--- src/design/bad_pkg.sv ---
`default_nettype none
package bad_pkg;

    localparam int MAX_DST_WIDTH = 4096;
    localparam int MAX_SRC_DIM   = 4096;

    localparam int DIM_W   = 13;                      // 1..4096
    localparam int POS_W   = 12;                      // 0..4095
    localparam int ADDR_W  = $clog2(MAX_DST_WIDTH);
    localparam int SUM_W   = 32;
    localparam int AREA_W  = 2 * DIM_W - 1;           // up to 4096 * 4096
    localparam int AVG_W   = 16;
    localparam int FRAC_W  = 8;
    localparam int DVD_W   = SUM_W + FRAC_W;
    localparam int CFG_IDX_W = 3;
    localparam int NUM_CH  = 3;

    localparam logic [CFG_IDX_W-1:0] REG_SRC_WIDTH  = 3'd0;
    localparam logic [CFG_IDX_W-1:0] REG_SRC_HEIGHT = 3'd1;
    localparam logic [CFG_IDX_W-1:0] REG_DST_WIDTH  = 3'd2;
    localparam logic [CFG_IDX_W-1:0] REG_DST_HEIGHT = 3'd3;

    typedef enum logic [2:0] {
        ST_SETUP,
        ST_IDLE,
        ST_UPD,
        ST_DIV,
        ST_HOLD
    } state_t;

    typedef logic [SUM_W-1:0] sum_t;
    typedef logic [AVG_W-1:0] avg_t;

    typedef struct packed {
        logic start;
        logic done;
        logic busy;
    } div_ctrl_t;

endpackage
`default_nettype wire

--- src/design/bad_mean_div.sv ---
`default_nettype none
module bad_mean_div (
    input  wire logic                     clk,
    input  wire logic                     rst_n,
    input  wire logic                     start,
    input  wire bad_pkg::sum_t            sums [bad_pkg::NUM_CH],
    input  wire logic [bad_pkg::AREA_W-1:0] area,
    output bad_pkg::div_ctrl_t            ctrl,
    output bad_pkg::avg_t                 avgs [bad_pkg::NUM_CH]
);
    import bad_pkg::*;

    localparam int CNT_W = $clog2(DVD_W + 1);

    logic [CNT_W-1:0]  cnt_reg;
    logic              busy_reg;
    logic              done_reg;
    logic [DVD_W-1:0]  dvd_reg [NUM_CH];
    logic [AREA_W-1:0] rem_reg [NUM_CH];

    always_ff @(posedge clk or negedge rst_n)
    begin
        if (!rst_n)
        begin
            cnt_reg  <= '0;
            busy_reg <= 1'b0;
            done_reg <= 1'b0;
        end
        else
        begin
            done_reg <= 1'b0;
            if (start)
            begin
                cnt_reg  <= CNT_W'(DVD_W);
                busy_reg <= 1'b1;
            end
            else if (busy_reg)
            begin
                cnt_reg <= cnt_reg - 1'b1;
                if (cnt_reg == CNT_W'(1))
                begin
                    busy_reg <= 1'b0;
                    done_reg <= 1'b1;
                end
            end
        end
    end

    // One restoring step per cycle: the dividend shifts out at the top while
    // quotient bits shift in at the bottom.
    for (genvar c = 0; c < NUM_CH; c++)
    begin : g_lane
        logic [AREA_W:0] rem_s;
        logic            fits;

        assign rem_s = {rem_reg[c], dvd_reg[c][DVD_W-1]};
        assign fits  = rem_s >= {1'b0, area};

        always_ff @(posedge clk)
        begin
            if (start)
            begin
                dvd_reg[c] <= {sums[c], {FRAC_W{1'b0}}};
                rem_reg[c] <= '0;
            end
            else if (busy_reg)
            begin
                dvd_reg[c] <= {dvd_reg[c][DVD_W-2:0], fits};
                rem_reg[c] <= fits ? AREA_W'(rem_s - {1'b0, area}) : rem_s[AREA_W-1:0];
            end
        end

        assign avgs[c] = dvd_reg[c][AVG_W-1:0];
    end

    assign ctrl.start = start;
    assign ctrl.done  = done_reg;
    assign ctrl.busy  = busy_reg;

    a_no_restart: assert property (@(posedge clk) disable iff (!rst_n)
        busy_reg |-> !start) else $error("mean divider restarted while busy");
    a_done_len: assert property (@(posedge clk) disable iff (!rst_n)
        done_reg |-> $past(busy_reg) && !busy_reg) else $error("done without a run");
    a_done_pulse: assert property (@(posedge clk) disable iff (!rst_n)
        done_reg |=> !done_reg) else $error("done held longer than one cycle");

endmodule
`default_nettype wire
--- config.mk ---
export PLATFORM = sky130hd
export DESIGN_NAME = bad_mean_div
export DESIGN_NICKNAME = d
export VERILOG_FILES = /design/src/design/bad_pkg.sv /design/src/design/bad_mean_div.sv
export SDC_FILE = /design/constraint.sdc
export NUM_CORES = 1
export LEC_CHECK = 0
export ABC_AREA = 1
export BUFFER_PORTS_ARGS = -buffer_cell sky130_fd_sc_hd__buf_2
export CAP_MARGIN = 20
export CORE_ASPECT_RATIO = 0.75
export CORE_MARGIN = 2
export CORE_UTILIZATION = 61
export CTS_CLUSTER_DIAMETER = 120
export DETAILED_ROUTE_END_ITERATION = 10
export GPL_TIMING_DRIVEN = 0
export PLACE_DENSITY = 0.85
export SLEW_MARGIN = 5
export SYNTH_ARGS = -nofsm -noshare
export SYNTH_HDL_FRONTEND = slang
export SYNTH_SLANG_ARGS = --single-unit
--- constraint.sdc ---
create_clock -name clk -period 8.7 [get_ports clk]
set_input_delay 0.435 -clock clk [delete_from_list [all_inputs] [get_ports clk]]
set_output_delay 0.435 -clock clk [all_outputs]
set_load 0.02 [all_outputs]
# Word-level counts from Yosys, hierarchy flattened
# Memories as Yosys holds them, arrays and structs flattened.
# Cells that the tools add are included.
# W data, S select, Z words.
# op_classes
addsub	4
order_cmp	3
eq_ne	1
mux	22
n_bitwise	6
n_reduce_logical	1
# op_table
cell	n
$mux W25	6
$mux W40	3
$ge A26 B25 Y1	3
$sub A25 B25 Y25	3
$mux W6	2
$mux W1	11
$eq A6 B1 Y1 const B	1
$or A1 B1 Y1	6
$sub A6 B1 Y6 const B	1
$reduce_bool A2 Y1	1
# word_totals
reg_bits	8
ram_bits	195
inputBits	124
output_inout_bits	51
elab_cells	42
mem_count	2
# memory_table
name	depth	word_bits	read_ports	rd_ports_with_merged_regs	wr	line_no	rtl
dvd_reg	3	40	3	0	3	bad_mean_div.sv:18	logic [DVD_W-1:0] dvd_reg [NUM_CH];
rem_reg	3	25	3	0	3	bad_mean_div.sv:19	logic [AREA_W-1:0] rem_reg [NUM_CH];

# Depth between registers and ports, before layout
# logic_depth
ltp_word	4
mapped_depth	16
ltp_nobuf	16

# Worst setup path before layout
# No wires, ideal clock.
# synth_path
path_kind	input to register
from	input start
to	register cnt_reg[5]
setup_time_ps	127
arrival_time_ps	5314
required_time_ps	8573
path_slack_ps	3260
cell_stages	6
n_path_buf	0
cell_sequence	nor2_1 > inv_1 > nand3_1 > or2_2 > o21ai_0 > nand3b_1
# synth_between
elab_chain_cells	1
elab_cells_between_ends	2
cone_classes	1 x mux; 1 x reduce/logical
# synth_rtl
item	line_no	rtl
start: declaration	bad_mean_div.sv:5	input wire logic start,
$mux W6 or $reduce_bool A2 Y1 (tied branches)	-	
end signal: assignment	bad_mean_div.sv:34	cnt_reg <= CNT_W'(DVD_W);
end signal: assignment	bad_mean_div.sv:39	cnt_reg <= cnt_reg - 1'b1;
end: declaration	bad_mean_div.sv:15	logic [CNT_W-1:0] cnt_reg;
# Parallel ways exist; a longest one is shown, timed or not.
# A chain may end at the register's enable or synchronous reset.

==> parameters.txt <==
Parameter                              Value

Global route
  Tot GR Track Use ... 33.3%
  Number of global-route vias before repair ... 12800
  Number of antenna violations at the first check in global routing ... 0
  Sum of overflow across all layers after global routing ... 0
  Wire length of the first global-routing pass ... 66400 um
  Largest net degree at the start of global routing ... 103

Setup path
  Crit Reg-Reg Startpoint ... dvd_reg[2][39]$_DFFE_PP_
  Largest stage delay on the critical path ... 420 ps
  Crit path required time ... 9000 ps
  Crit path max-delay cell type ... sky130_fd_sc_hd__edfxtp_1
  Launching instance or port of the critical path ... dvd_reg[2][39]$_DFFE_PP_
  Cell-by-cell listing of the critical path ... inv_1 > ha_1 > inv_1 > fa_1 > nand2_1 > nand2_1 > nand3_2 > nand2_4 > nand2_2 > nand2_2 > nand2_2 > nand3_4 > inv_1 > nor2_1 > nor2_1
  Critical path buffers and inverters ... 3
  Launching element type of the critical path ... flip-flop
  Sort of element at the end of the critical path ... flip-flop
  Arrival time at the worst endpoint ... 3030 ps
  Critical path peak fanout ... 6
  Worst Setup Path Type ... reg -> reg
  Family with the most delay on the worst path ... simple AND/OR/NAND/NOR gates

Yosys
  Portion of the post-synthesis area used by sequential elements ... 40.3%
  Largest family of logic cells by synthesized area ... simple AND/OR/NAND/NOR gates
  Largest cells by area after synthesis ... sky130_fd_sc_hd__edfxtp_1 (39%), sky130_fd_sc_hd__nand2_1 (23%), sky130_fd_sc_hd__inv_1 (8.3%)
  Post-synthesis register bit count ... 203
  Most frequently used flop master after synthesis ... sky130_fd_sc_hd__edfxtp_1
  Compound-cell area share of the yosys netlist ... 2.88%
  Area share of fa/ha/maj cells after synthesis ... 6.82%
  Proportion of register bits with asynchronous set or reset after synthesis ... 3.94%
  Number of enable flip-flop cells after synthesis ... 195
  Mapped Avg Cell Area ... 7.04 um^2
  Share of synthesized cell area in and, or, nand and nor gates ... 35.5%
  Yosys synthesis warning count ... 0
  Count of mapped cells out of synthesis ... 2131
  Number of nets produced by synthesis ... 2335
  Synth top area share ... 39.0%
  Cell area after synthesis ... 0.0150 mm^2
  Xor-xnor portion of the synthesized cell area ... 1.81%
  Post-synthesis mux area share ... 0%
  Count of different cell masters after synthesis ... 42
  Cell accounting for the most synthesized area ... sky130_fd_sc_hd__edfxtp_1

Final layout
  Layout overhead on the synthesized area ... 13.7%
  Max FFs per register ... 120
  Fraction of final layout cells with drive strength greater than 1 ... 13.6%
  Non-filler instance count after layout ... 2679
  Leading cell types in the layout, fill and taps excluded ... sky130_fd_sc_hd__nand2_1 (906), sky130_fd_sc_hd__inv_1 (330), sky130_fd_sc_hd__nor2_1 (243)
  Post-route design area ... 0.0171 mm^2
  Number of nets in the final layout ... 2535
  Most common library cell in the layout ignoring fill and taps ... sky130_fd_sc_hd__nand2_1

Placement
  GP Congestion ... 1.05
  Post-Place Cell Area ... 0.0163 mm^2
  HPWL after DPL ... 32900 um
  Post-placement worst setup slack ... 5810 ps
  Number of instances in the placed design ... 2637
  Port Buf Inserts ... 174

Detailed routing
  Detailed Route WL ... 43200 um
  Via count ... 14100
  First-pass detailed-route iteration total ... 5
  Post-detailed-route wirelength per cell ... 16.1 um
  Antenna Nets Post-Route ... 0
  Vias per inst ... 5.27
  Residual DRC ... 0
  DRC marker count from the first detailed-route iteration ... 1356

CTS
  Max Buffers Root-to-Sink ... 3
  Gates resized, CTS repair ... 0
  Clock buffers created by TritonCTS ... 22
  Post-CTS Repair Setup Buffers ... 0
  CTS clock-pin slew for the worst setup and hold paths ... 60 ps
  Clock tree from TritonCTS ... yes
  Cts hold-fix bufs ... 1
  Clock sink count ... 203
  Root buffer selected by CTS ... sky130_fd_sc_hd__clkbuf_16
  Clock network latency to the later pin of the worst-skew pair ... 510 ps
  H-tree lvl count ... 1

Floorplan
  DIE WIDTH ... 185 um
  Count of standard-cell rows ... 49
  Number of ports placed on the die boundary ... 175
  Initial core utilization ... 62.3%
  Y dimension of the die ... 140 um
  Core area ... 0.0241 mm^2
  Die Footprint ... 0.0259 mm^2

STA
  Final TNS setup ... 0 ps
  Max-slew violation count ... 0
  Post-route worst setup slack ... 5970 ps
  Fmax ... 367 MHz
  Setup repair after global routing missed its margin ... no
  Measured slew at the worst slew-check pin ... 825 ps
  Share of the clock period used by the worst path after layout ... 31.3%
  Slew HR ... 44.4%
  Minimum clock period after layout ... 2730 ps
  Final setup viols ... 0
  Final hold violation count ... 0
  Setup Skew ... 10.0 ps

Pwr
  Cell Pwr Density ... 284 mW/mm^2
  Peak VDD IR ... 202 uV
  Static leakage ... 0.00949 uW
  Overall power of the completed layout ... 4850 uW

Hold path
  Hold path startpoint ... sums[88]
  Worst hold path type ... in -> reg

Run
  Max-Cap Viols ... 0

Status
  Result of the run ... complete, no violations
-- worst register-to-register path: stages, from the launching register on --
cell and delay, ps:
sky130_fd_sc_hd__edfxtp_1 420, sky130_fd_sc_hd__inv_1 80, sky130_fd_sc_hd__ha_1 160, sky130_fd_sc_hd__inv_1 90
sky130_fd_sc_hd__fa_1 410, sky130_fd_sc_hd__nand2_1 90, sky130_fd_sc_hd__nand2_1 100, sky130_fd_sc_hd__nand3_2 100
sky130_fd_sc_hd__nand2_4 70, sky130_fd_sc_hd__nand2_2 60, sky130_fd_sc_hd__nand2_2 80, sky130_fd_sc_hd__nand2_2 180
sky130_fd_sc_hd__nand3_4 150, sky130_fd_sc_hd__inv_1 200, sky130_fd_sc_hd__nor2_1 60, sky130_fd_sc_hd__nor2_1 260
-- metrics by stage --
step                      hold slack (ps)  util [%]
after floorplan                       139         -
after global placement                285      67.6
after detailed placement              293      67.8
after CTS                             174      70.8
after global routing                  188      70.8
final                                 186      70.8
-- report_power, final --
group          leakage, uW  total (uW)  internal (uW)  switching [uW]
clock network     0.000347         951            547             404
logic              0.00682        2450            865            1580
registers          0.00233        1450           1340             113
-- per-layer routing --
layer	global-route usage, %	routed length [um]
met5	0	0
met4	9.15	1230
met3	7.80	4600
met2	48.0	18000
met1	50.0	19400
-- path summary, 6_finish.rpt --
| check | endpoint | slack (ps) | cells after the start |
|---|---|---|---|
| setup / recovery | rem_reg[2][23]$_SDFFCE_PN0P_ | 5970 | 15 |
| hold / removal | dvd_reg[0][32]$_DFFE_PP_ | 190 | 3 |
| setup reg to reg | rem_reg[2][23]$_SDFFCE_PN0P_ | 5970 | 15 |
| hold reg to reg | dvd_reg[1][26]$_DFFE_PP_ | 520 | 2 |
| max in group asynchronous | cnt_reg[4]$_DFFE_PN0P_ | 8210 | 2 |
| min in group asynchronous | done_reg$_DFF_PN0_ | 310 | 2 |
-- area by class of cell --
type,count,area [um^2]
well taps,331,414
clock buffers,28,594
multi-input cells,1499,7060
diodes,1,2.50
fillers,2034,7030
inverters,335,1260
repair buffers,176,908
clock inverters,12,125
plain buffers,94,636
flip-flops and latches,203,6060
-- logic make-up after synthesis --
group                    Yosys count
XOR/XNOR                          31
adder cells (fa/ha/maj)           80
AND/OR/NAND/NOR                 1313
buffers and inverters            429
flip-flops                       203
AO/OA/AOI/OAI                     75
-- Yosys cell counts, types with 2 or more instances --
library cell	count
sky130_fd_sc_hd__nand2_1	906
sky130_fd_sc_hd__inv_1	331
sky130_fd_sc_hd__nor2_1	243
sky130_fd_sc_hd__edfxtp_1	195
sky130_fd_sc_hd__ha_1	77
sky130_fd_sc_hd__nand3_1	56
sky130_fd_sc_hd__buf_4	52
sky130_fd_sc_hd__a21oi_1	40
sky130_fd_sc_hd__nand4_1	36
sky130_fd_sc_hd__xnor2_1	28
sky130_fd_sc_hd__clkbuf_1	25
sky130_fd_sc_hd__o21ai_0	16
sky130_fd_sc_hd__nand2_2	14
sky130_fd_sc_hd__nand3b_1	12
sky130_fd_sc_hd__buf_6	11
sky130_fd_sc_hd__nor3_1	11
sky130_fd_sc_hd__and2_1	9
sky130_fd_sc_hd__dfrtp_1	8
sky130_fd_sc_hd__nor2_2	7
sky130_fd_sc_hd__o21ai_1	5
sky130_fd_sc_hd__o21bai_1	5
sky130_fd_sc_hd__buf_2	4
sky130_fd_sc_hd__inv_2	4
sky130_fd_sc_hd__nand3_2	4
sky130_fd_sc_hd__or2_1	4
sky130_fd_sc_hd__fa_1	3
sky130_fd_sc_hd__nand3_4	3
sky130_fd_sc_hd__xor2_1	3
sky130_fd_sc_hd__a21oi_2	2
sky130_fd_sc_hd__a21oi_4	2
sky130_fd_sc_hd__buf_1	2
sky130_fd_sc_hd__nand2_4	2
sky130_fd_sc_hd__o21ai_2	2
Power figures use the tool's default switching activity.
